File: config.mk
export PLATFORM = sky130hd
export DESIGN_NAME = rme_isqrt
export DESIGN_NICKNAME = d
export VERILOG_FILES = /design/src/sv/rme_pkg.sv /design/src/sv/rme_isqrt.sv
export SDC_FILE = /design/constraint.sdc
export NUM_CORES = 2
export LEC_CHECK = 0
export BUFFER_PORTS_ARGS = -buffer_cell sky130_fd_sc_hd__buf_2
export CAP_MARGIN = 20
export CORE_MARGIN = 3
export CORE_UTILIZATION = 53
export DETAILED_ROUTE_END_ITERATION = 6
export GPL_ROUTABILITY_DRIVEN = 0
export GPL_TIMING_DRIVEN = 0
export PLACE_DENSITY = 0.78
export SYNTH_ARGS = -nofsm -noshare
export SYNTH_HDL_FRONTEND = slang
export SYNTH_SLANG_ARGS = --single-unit
File: constraint.sdc
create_clock -name clk -period 4.53 [get_ports clk]
set_clock_uncertainty 0.05 [all_clocks]
set_input_delay 0.906 -clock clk [delete_from_list [all_inputs] [get_ports clk]]
set_output_delay 0.906 -clock clk [all_outputs]
set_load 0.03 [all_outputs]
File: src/sv/rme_pkg.sv
// ----------------------------------------------------------------------------
// rme_pkg: shared types and constants
// Widths and the CORDIC angle table for the rotation matrix to Euler block.
// ----------------------------------------------------------------------------
package rme_pkg;

  localparam int ElemW    = 16;
  // CORDIC vector width: 16-bit operand << 8, gain 1.65 and head room
  localparam int VecW     = 28;
  localparam int AngW     = 27;
  localparam int MaxSteps = 32;
  localparam int SqW      = 33;   // r00^2 + r10^2 fits in 32 bits unsigned
  localparam int RadW     = 48;   // radicand (sum << 16)
  localparam int RootW    = 24;

  localparam logic signed [AngW-1:0] Deg180 = AngW'(180 * 65536);

  typedef struct packed {
    logic signed [VecW-1:0] x;
    logic signed [VecW-1:0] y;
    logic signed [AngW-1:0] z;
    logic                   zero;
  } cordic_t;

  function automatic logic signed [AngW-1:0] atan_entry(input int unsigned i);
    logic signed [AngW-1:0] v;
    case (i)
      0: v = AngW'(2949120);  1: v = AngW'(1740967);  2: v = AngW'(919879);
      3: v = AngW'(466945);   4: v = AngW'(234379);   5: v = AngW'(117304);
      6: v = AngW'(58666);    7: v = AngW'(29335);    8: v = AngW'(14668);
      9: v = AngW'(7334);     10: v = AngW'(3667);    11: v = AngW'(1833);
      12: v = AngW'(917);     13: v = AngW'(458);     14: v = AngW'(229);
      15: v = AngW'(115);     16: v = AngW'(57);      17: v = AngW'(29);
      18: v = AngW'(14);      19: v = AngW'(7);       20: v = AngW'(4);
      21: v = AngW'(2);       22: v = AngW'(1);
      default: v = '0;
    endcase
    return v;
  endfunction

endpackage

File: src/sv/rme_isqrt.sv
// ----------------------------------------------------------------------------
// rme_isqrt: pipelined integer square root
// One result bit per stage, restoring method, RootW stages.
// ----------------------------------------------------------------------------
module rme_isqrt (
  input  logic                       clk,
  input  logic                       en,
  input  logic [rme_pkg::RadW-1:0]   rad,
  output logic [rme_pkg::RootW-1:0]  root
);
  import rme_pkg::*;

  logic [RadW-1:0]  rem  [RootW+1];
  logic [RootW-1:0] res  [RootW+1];

  assign rem[0] = rad;
  assign res[0] = '0;

  for (genvar s = 0; s < RootW; s++) begin : g_stage
    localparam int B = RootW - 1 - s;
    logic [RadW-1:0]  trial;
    logic [RadW-1:0]  rem_q;
    logic [RootW-1:0] res_q;
    always_comb begin
      trial = (RadW'(res[s]) << (B + 1)) | (RadW'(1) << (2 * B));
    end
    always_ff @(posedge clk) begin
      if (en) begin
        if (rem[s] >= trial) begin
          rem_q <= rem[s] - trial;
          res_q <= res[s] | (RootW'(1) << B);
        end else begin
          rem_q <= rem[s];
          res_q <= res[s];
        end
      end
    end
    assign rem[s+1] = rem_q;
    assign res[s+1] = res_q;
  end

  assign root = res[RootW];
endmodule

==> qor.yml <==
clock_tree:
  clk_latency_ns: 0.79
  cts_tree: "yes"
  numCtsBuffers: 142
  cts.clk_slew.worst_paths_ns: 0.06
  cts-htree-levels: 4
  cts.path.max_buffers: 3
  clock-sinks: 1404
  cts-root-buf: "clkbuf_16"
  cts_setup_buffers: 0
route:
  initialDrtViolationCount: 3008
  drt_wl_total_um: 141000
  drtAntennaViolNets: 0
  via_per_inst: 5.87
  route.detailed.drc: 0
  vias: 43065
  wl_per_cell_um: 19.2
  drtPass1Iterations: 6
synthesis:
  syn_inst: 5345
  synth_fp_nets: 5717
  ys.flop_type: "edfxtp_1"
  netlist_area_um2: 67400
  ys_types: 88
  ys_ff_latch: 1404
  yosysWarnings: 0
  async_flop_share: 0
  seq_area_frac_synth: 0.625
  avgSynthCellArea_um2: 12.6
  synth-edff-count: 1404
worst_setup_path:
  worst-r2r-cell-count: 8
  timing.rr.end: "g_stage[14].rem_q[18]$_DFFE_PP_"
  setup.worst_path.start: "g_stage[13].rem_q[27]$_DFFE_PP_"
  crit_fanout: 10
  r2r_start: "g_stage[13].rem_q[27]$_DFFE_PP_"
  arrival_ns: 4.74
  startpoint_type: "flip-flop"
  crit_path_end: "g_stage[14].rem_q[18]$_DFFE_PP_"
  r2r_setup_slack_ns: 0.25
  end_kind: "flip-flop"
  critPathKind: "flip-flop to flip-flop"
  cp.required_ns: 4.99
die:
  die_w_um: 363
  start_util: 0.536
  core-area_um2: 126000
  die_area_um2: 132000
  ioPinCount: 74
  rows: 130
  die_y_um: 363
layout:
  diodes: 0
  final_layout_size_suffix_gt1_frac: 0.0698
  final_nets: 5946
  mostFrequentLayoutCells: "edfxtp_1 (1404), inv_1 (398), nor2_1 (344), nand2_1 (329)"
  fillerInstances: 9362
  final_common_cell: "edfxtp_1"
  area_growth_syn_to_layout_pct: 10.8
placed_design:
  port-buffer-count: 73
  hpwlAfterDp_um: 103000
sta:
  finalHoldViolCount: 0
  worst_pin_slew_ns: 1.08
  grt_setup_unrepaired: "no"
  clock.fmax_mhz: 234
  slew-limit-headroom: 0.277
  tns_ns: 0
  min_period_ns: 4.28
  final-setup-viol-count: 0
  finalCritPeriodShare: 0.945
  maxSlewViolCount: 0
global_route:
  antenna_found_initial: 0
  grtUsageTotal: 0.214
  grt.overflow.total: 0
  grt_max_degree: 191
  grt_pass1_wl_um: 224000
  grt_pass1_vias: 43448
flow_run:
  cap_violations: 0
power_and_ir_drop:
  power_mw: 36.0
  powerDensity_nw_per_um2: 482
  power.leakage_nw: 27.8
  vdd_drop_max_v: 0.000429
min_path:
  holdCritPathClass: "input pin to flip-flop"
status:
  status: "completed"
stage by stage:
stage | worst slack, ns | instance area, um2 | hold slack, ns | util | cells
after floorplan | 1.26 | 67400 | 0.367 | - | 5345
after global placement | -18.05 | 69900 | 0.380 | 0.555 | 7068
after detailed placement | 0.0337 | 70100 | 0.381 | 0.557 | 7079
after CTS | 0.211 | 74700 | 0.193 | 0.593 | 7337
after global routing | 0.0174 | 74700 | 0.210 | 0.593 | 7338
final | 0.248 | 74700 | 0.248 | 0.593 | 7338
final cells by class:
class                   count  area [um2]  area share
flip-flops and latches   1404       42200       0.564
multi-input cells        3438       23400       0.313
clock buffers             169        3650      0.0489
well taps                1650        2060      0.0276
inverters                 401        1510      0.0202
clock inverters            89         912      0.0122
repair buffers             85         619     0.00829
plain buffers             102         400     0.00536
cells in the mapped netlist, drive strengths merged, types with 40 or more instances:
master / instances / share of area
edfxtp: 1404 / 0.63
inv: 400 / 0.022
nor2: 345 / 0.019
nand2: 329 / 0.018
a21oi: 322 / 0.024
ha: 322 / 0.060
o21ai: 240 / 0.018
xor2: 240 / 0.031
xnor2: 239 / 0.031
nor4: 190 / 0.018
nor3: 155 / 0.012
nand3: 95 / 0.0071
a21o: 93 / 0.010
clkbuf: 86 / 0.0048
nand4: 77 / 0.0071
o21a: 61 / 0.0068
nand2b: 57 / 0.0053
or3: 54 / 0.0051
nor2b: 51 / 0.0047
o31ai: 47 / 0.0053
mux2: 42 / 0.0070
a211oi: 40 / 0.0045
registers in the layout, summed over array words and instances, names as in the netlist:
signal	flops
g_stage.rem_q	1104
root	24
g_stage.res_q	276
cell families (layout without fill, tap and decap cells):
group | Yosys count | after routing | share of synthesized area
multiplexers | 50 | 50 | 0.00820
AO/OA/AOI/OAI | 1023 | 1023 | 0.0958
AND/OR/NAND/NOR | 1564 | 1564 | 0.120
buffers and inverters | 503 | 846 | 0.0283
flip-flops | 1404 | 1404 | 0.625
adder cells (fa/ha/maj) | 322 | 322 | 0.0598
XOR/XNOR | 479 | 479 | 0.0622
how the worst min path moves through the flow:
stage / startpoint / to / slack [ns] / cells after the start
5_1_grt: rad[36] / g_stage[0].rem_q[36]$_DFFE_PP_ / 0.21 / 1
3_5_place_dp: g_stage[20].rem_q[1]$_DFFE_PP_ / g_stage[21].rem_q[1]$_DFFE_PP_ / 0.38 / 0
6_report: rad[22] / g_stage[0].rem_q[22]$_DFFE_PP_ / 0.25 / 1
4_1_cts: rad[41] / g_stage[0].rem_q[41]$_DFFE_PP_ / 0.19 / 1
2_1_floorplan: g_stage[9].rem_q[24]$_DFFE_PP_ / g_stage[10].rem_q[24]$_DFFE_PP_ / 0.37 / 0
3_3_place_gp: g_stage[20].rem_q[1]$_DFFE_PP_ / g_stage[21].rem_q[1]$_DFFE_PP_ / 0.38 / 0
critical path: stages (launching register included):
cell      delay (ns)
edfxtp_1        0.39
ha_1            0.46
or4b_2          0.63
nor4_1          0.84
a21o_1          0.29
o21bai_1        0.12
clkbuf_1        0.52
clkbuf_1        0.53
xnor2_1         0.18
per-layer routing:
layer	global-route usage	wire [um]
met5	0	0
met1	0.218	50100
met2	0.417	77900
met3	0.0354	6210
met4	0.109	7020
power by group:
part	total (mW)	switching [mW]	internal, mW
registers	17.6	1.17	16.4
clock network	11.3	5.02	6.28
logic	7.07	4.19	2.88
repair_timing:
item                       4_1_cts  5_1_grt
setup endpoints to repair        1        2
gates resized for setup          1        2
hold buffers                     0        0
No activity file was read; power rests on OpenSTA's default activity.
