$ cat src/sv/rme_pkg.sv
// ----------------------------------------------------------------------------
// rme_pkg: shared types and constants
// Widths and the CORDIC angle table for the rotation matrix to Euler block.
// ----------------------------------------------------------------------------
package rme_pkg;

  localparam int ElemW    = 16;
  // CORDIC vector width: 16-bit operand << 8, gain 1.65 and head room
  localparam int VecW     = 28;
  localparam int AngW     = 27;
  localparam int MaxSteps = 32;
  localparam int SqW      = 33;   // r00^2 + r10^2 fits in 32 bits unsigned
  localparam int RadW     = 48;   // radicand (sum << 16)
  localparam int RootW    = 24;

  localparam logic signed [AngW-1:0] Deg180 = AngW'(180 * 65536);

  typedef struct packed {
    logic signed [VecW-1:0] x;
    logic signed [VecW-1:0] y;
    logic signed [AngW-1:0] z;
    logic                   zero;
  } cordic_t;

  function automatic logic signed [AngW-1:0] atan_entry(input int unsigned i);
    logic signed [AngW-1:0] v;
    case (i)
      0: v = AngW'(2949120);  1: v = AngW'(1740967);  2: v = AngW'(919879);
      3: v = AngW'(466945);   4: v = AngW'(234379);   5: v = AngW'(117304);
      6: v = AngW'(58666);    7: v = AngW'(29335);    8: v = AngW'(14668);
      9: v = AngW'(7334);     10: v = AngW'(3667);    11: v = AngW'(1833);
      12: v = AngW'(917);     13: v = AngW'(458);     14: v = AngW'(229);
      15: v = AngW'(115);     16: v = AngW'(57);      17: v = AngW'(29);
      18: v = AngW'(14);      19: v = AngW'(7);       20: v = AngW'(4);
      21: v = AngW'(2);       22: v = AngW'(1);
      default: v = '0;
    endcase
    return v;
  endfunction

endpackage

$ cat src/sv/rme_cordic.sv
// ----------------------------------------------------------------------------
// rme_cordic: pipelined vectoring CORDIC atan2
// Quadrant fold, one stage per iteration, rounding and clamp to Q8.7 degrees.
// ----------------------------------------------------------------------------
module rme_cordic #(
  parameter int STEPS = 16
) (
  input  logic                              clk,
  input  logic                              en,
  input  logic signed [rme_pkg::VecW-1:0]   y_in,
  input  logic signed [rme_pkg::VecW-1:0]   x_in,
  input  logic signed [15:0]                lim,
  output logic signed [15:0]                ang
);
  import rme_pkg::*;

  localparam int N = (STEPS < MaxSteps) ? STEPS : MaxSteps;

  cordic_t st [N+1];
  cordic_t pre;

  always_comb begin
    pre.zero = (x_in == '0) && (y_in == '0);
    if (x_in < 0) begin
      pre.x = -x_in;
      pre.y = -y_in;
      pre.z = (y_in >= 0) ? Deg180 : -Deg180;
    end else begin
      pre.x = x_in;
      pre.y = y_in;
      pre.z = '0;
    end
  end

  always_ff @(posedge clk) begin
    if (en) st[0] <= pre;
  end

  for (genvar i = 0; i < N; i++) begin : g_it
    cordic_t nx;
    always_comb begin
      nx = st[i];
      if (st[i].y >= 0) begin
        nx.x = st[i].x + (st[i].y >>> i);
        nx.y = st[i].y - (st[i].x >>> i);
        nx.z = st[i].z + atan_entry(i);
      end else begin
        nx.x = st[i].x - (st[i].y >>> i);
        nx.y = st[i].y + (st[i].x >>> i);
        nx.z = st[i].z - atan_entry(i);
      end
    end
    always_ff @(posedge clk) begin
      if (en) st[i+1] <= nx;
    end
  end

  logic signed [AngW-1:0] rnd;
  logic signed [AngW-1:0] lim_w;
  logic signed [AngW-1:0] sel;
  always_comb begin
    rnd   = (st[N].z + AngW'(256)) >>> 9;
    lim_w = AngW'(lim);
    if (st[N].zero)        sel = '0;
    else if (rnd > lim_w)  sel = lim_w;
    else if (rnd < -lim_w) sel = -lim_w;
    else                   sel = rnd;
  end

  always_ff @(posedge clk) begin
    if (en) ang <= sel[15:0];
  end
endmodule

$ cat config.mk
export PLATFORM = sky130hd
export DESIGN_NAME = rme_cordic
export DESIGN_NICKNAME = d
export VERILOG_FILES = /design/src/sv/rme_pkg.sv /design/src/sv/rme_cordic.sv
export SDC_FILE = /design/constraint.sdc
export NUM_CORES = 2
export LEC_CHECK = 0
export BUFFER_PORTS_ARGS = -buffer_cell sky130_fd_sc_hd__buf_2
export CAP_MARGIN = 20
export CELL_PAD_IN_SITES_DETAIL_PLACEMENT = 1
export CELL_PAD_IN_SITES_GLOBAL_PLACEMENT = 2
export CORE_MARGIN = 2
export CORE_UTILIZATION = 46
export CTS_CLUSTER_DIAMETER = 50
export DETAILED_ROUTE_END_ITERATION = 12
export MAX_ROUTING_LAYER = met4
export PLACE_DENSITY = 0.95
export SLEW_MARGIN = 20
export SYNTH_ARGS = -nofsm -noshare
export SYNTH_HDL_FRONTEND = slang
export SYNTH_SLANG_ARGS = --single-unit
export TNS_END_PERCENT = 30
$ cat constraint.sdc
create_clock -name clk -period 8.4 [get_ports clk]
set_input_delay 1.68 -clock clk [delete_from_list [all_inputs] [get_ports clk]]
set_output_delay 1.68 -clock clk [all_outputs]
set_load 0.05 [all_outputs]
==> run_results.csv <==
group,metric,value,unit
floorplanning,die_w,479,µm
yosys,async_flop_share,0,%
critical_path,crit_type,"flop to flop",
floorplanning,core-area,224000,µm²
yosys,seq_area_frac_synth,36.0,%
floorplanning,die_y,479,µm
floorplanning,rows,174,
yosys,synth_edf_count,1241,
routing,vias,83826,
run,drv_cap,0,
clocking,cts_buffer_depth,3,
final_layout,nets,12176,
clocking,cts_root_buf,"clkbuf_16",
routing,drtIter0Drc,4924,
routing,firstDrtPassIters,7,
yosys,syn-instance-count,10766,
critical_path,worstPathRequired,8.96,ns
yosys,synthMostInstantiatedCell,"edfxtp_1",
floorplanning,ios,90,
critical_path,critPathMaxFanout,40,
final_layout,drive_gt1_share,5.34,%
yosys,synth.top_cell.area_share,36.0,%
yosys,yosysWarnings,0,
routing,wire_per_inst,21.2,µm
critical_path,cp-start-kind,"flop",
floorplanning,start_util,46.2,%
placement,finalWeightedCongestion,0.900,
critical_path,crit_arrival,6.07,ns
routing,vias_per_cell,5.95,
routing,drc,0,
grt,grt_pass1_vias,88201,
yosys,netlist_top_cells_area,"edfxtp_1 (36%), ha_1 (14%), xnor2_1 (8.6%)",
status,status,"finished, final reports clean",
timing,drv_slew,0,
critical_path,rr_worst_depth,13,
yosys,synth_common_cells,"edfxtp_1 (1241), ha_1 (1120), xnor2_1 (1018), a21oi_1 (833), nor2_1 (789)",
timing,finalHoldViolCount,0,
worst_hold_path,min_path_type,"flop to flop",
final_layout,area_growth,10.2,%
clocking,hold_buffers,0,
placement,io_buffers,89,
placement,dp_hpwl,232000,µm
grt,grt_max_degree,175,
yosys,yosys.area.top_type,"edfxtp_1",
clocking,post_cts_buffers,0,
clocking,cts.sinks,1241,
clocking,clk_pin_slew,0.06,ns
clocking,numCtsBuffers,191,
grt,grt_overflow,0,
grt,grt_pass1_wl,479000,µm
floorplanning,die-area,229000,µm²
routing,ant_nets,0,
timing,worst_pin_slew,1.18,ns
worst_hold_path,min_delay_path_depth,0,
timing,fin_skew,0.0469,ns
timing,period_needed,5.50,ns
yosys,ys_ff_latch,1241,
timing,fin_crit_sh,65.5,%
timing,rsz0062_at_grt,"false",
clocking,htree_levels,4,
clocking,cts-resized-gates,0,
routing,wirelength,299000,µm
yosys,synthDistinctLibCells,102,
clocking,insertion_delay,0.85,ns
critical_path,cp-end-kind,"flop",
timing,setup_viol,0,
timing,fin_setup_tns,0,ns
grt,antenna_found_initial,1,
yosys,synth_ff_type,"edfxtp_1",
critical_path,r2r_slack,2.90,ns
timing,slew_headroom,21.3,%
grt,grt_usage,26.2,%
timing,max_freq,182,MHz
clocking,tritoncts,"yes",
yosys,syn_area_per_cell,9.62,µm²
yosys,synthesis.area,104000,µm²
cell families (layout without fill, tap and decap cells):
| family | Yosys count | after routing | share of synthesized area [%] |
|---|---|---|---|
| and+or+nand+nor | 2994 | 2994 | 14.3 |
| other | 1 | 80 | 0.00362 |
| adders and majority gates | 1159 | 1159 | 14.3 |
| buffers and inverters | 684 | 947 | 2.51 |
| DFF | 1241 | 1241 | 36.0 |
| AOI/OAI and AO/OA | 3076 | 3076 | 19.3 |
| xor gates and xnor gates | 1554 | 1554 | 13.1 |
| muxes | 57 | 57 | 0.552 |
sequential cells by signal, indices dropped and copies added, names as in the netlist:
register and flops:
ang 16, st 1225
metrics by stage:
stage | worst slack [ns] | std cells | utilization [%] | hold WS, ns | cell area (µm²)
2_1_floorplan | 3.19 | 10843 | - | 0.400 | 104000
6_report | 2.90 | 14100 | 50.9 | 0.401 | 114000
5_1_grt | 2.66 | 14100 | 50.9 | 0.417 | 114000
4_1_cts | 3.01 | 14097 | 50.9 | 0.405 | 114000
3_3_place_gp | 2.14 | 13744 | 48.0 | 0.402 | 108000
3_5_place_dp | 2.18 | 13744 | 48.0 | 0.406 | 108000
layout by cell type (no fill, tap or decap), types with 25 or more instances in the layout:
master     count
o41ai_1       71
a211oi_1      87
a31o_2        34
o31ai_1      180
a211o_1       42
inv_6         31
inv_1        451
xnor2_1     1018
nor3_1       249
a21oi_1      833
or3_1        174
buf_2         88
nand2_1      673
ha_1        1120
nor2b_1      142
o21a_1       178
o21bai_1     122
o21ai_0      645
nand2b_1     151
clkbuf_16    193
xor2_1       536
and3_1       102
buf_4         41
nor2_1       789
clkinv_2      25
a31oi_1       77
a21boi_0      29
edfxtp_1    1241
conb_1        78
a21o_1       409
a221oi_1      26
nand3_1      248
nor4_1        85
mux2i_1       56
fa_1          36
o211ai_1      44
or2_2         57
nand4_1       86
or4_1         80
and2_1        65
cell type report:
| cell class | instances | area [µm²] |
|---|---|---|
| antenna | 2 | 5.00 |
| inverter | 456 | 1710 |
| sequential | 1241 | 37300 |
| clock inverter | 144 | 1580 |
| fill | 25249 | 110000 |
| clock buffer | 209 | 4890 |
| multi-input combinational | 8918 | 64000 |
| tap | 2992 | 3740 |
| timing repair buffer | 138 | 923 |
layer usage:
metal	share of wire, %	up-vias	routed length [µm]	GRT usage (%)
met4	3.0	0	8820	7.83
li1	-	40397	-	-
met1	44	41632	130000	31.9
met2	50	1338	150000	45.7
met5	0	-	0	-
met3	3.1	459	9340	2.74
path summary, 6_finish.rpt:
check	from	end
hold / removal	st[4][84]	st[5][0]
setup reg to reg	st[4][55]	st[4][164]
setup / recovery	st[4][55]	st[4][164]
hold reg to reg	st[4][84]	st[5][0]
critical path, stage by stage (launching register included):
cell and delay (ns):
edfxtp_1 0.92, buf_4 0.51, o21ai_0 0.26, fa_1 0.49, a21o_1 0.18, a21o_1 0.20
a31oi_1 0.28, o2bb2ai_1 0.27, a2bb2oi_1 0.42, o21ai_0 0.33, o31ai_1 0.51, o211a_1 0.41
mux2i_1 0.25, o2111ai_1 0.14
Power is not shown: default switching activity piles up to over one toggle a cycle in this logic, so the estimate is an artifact.
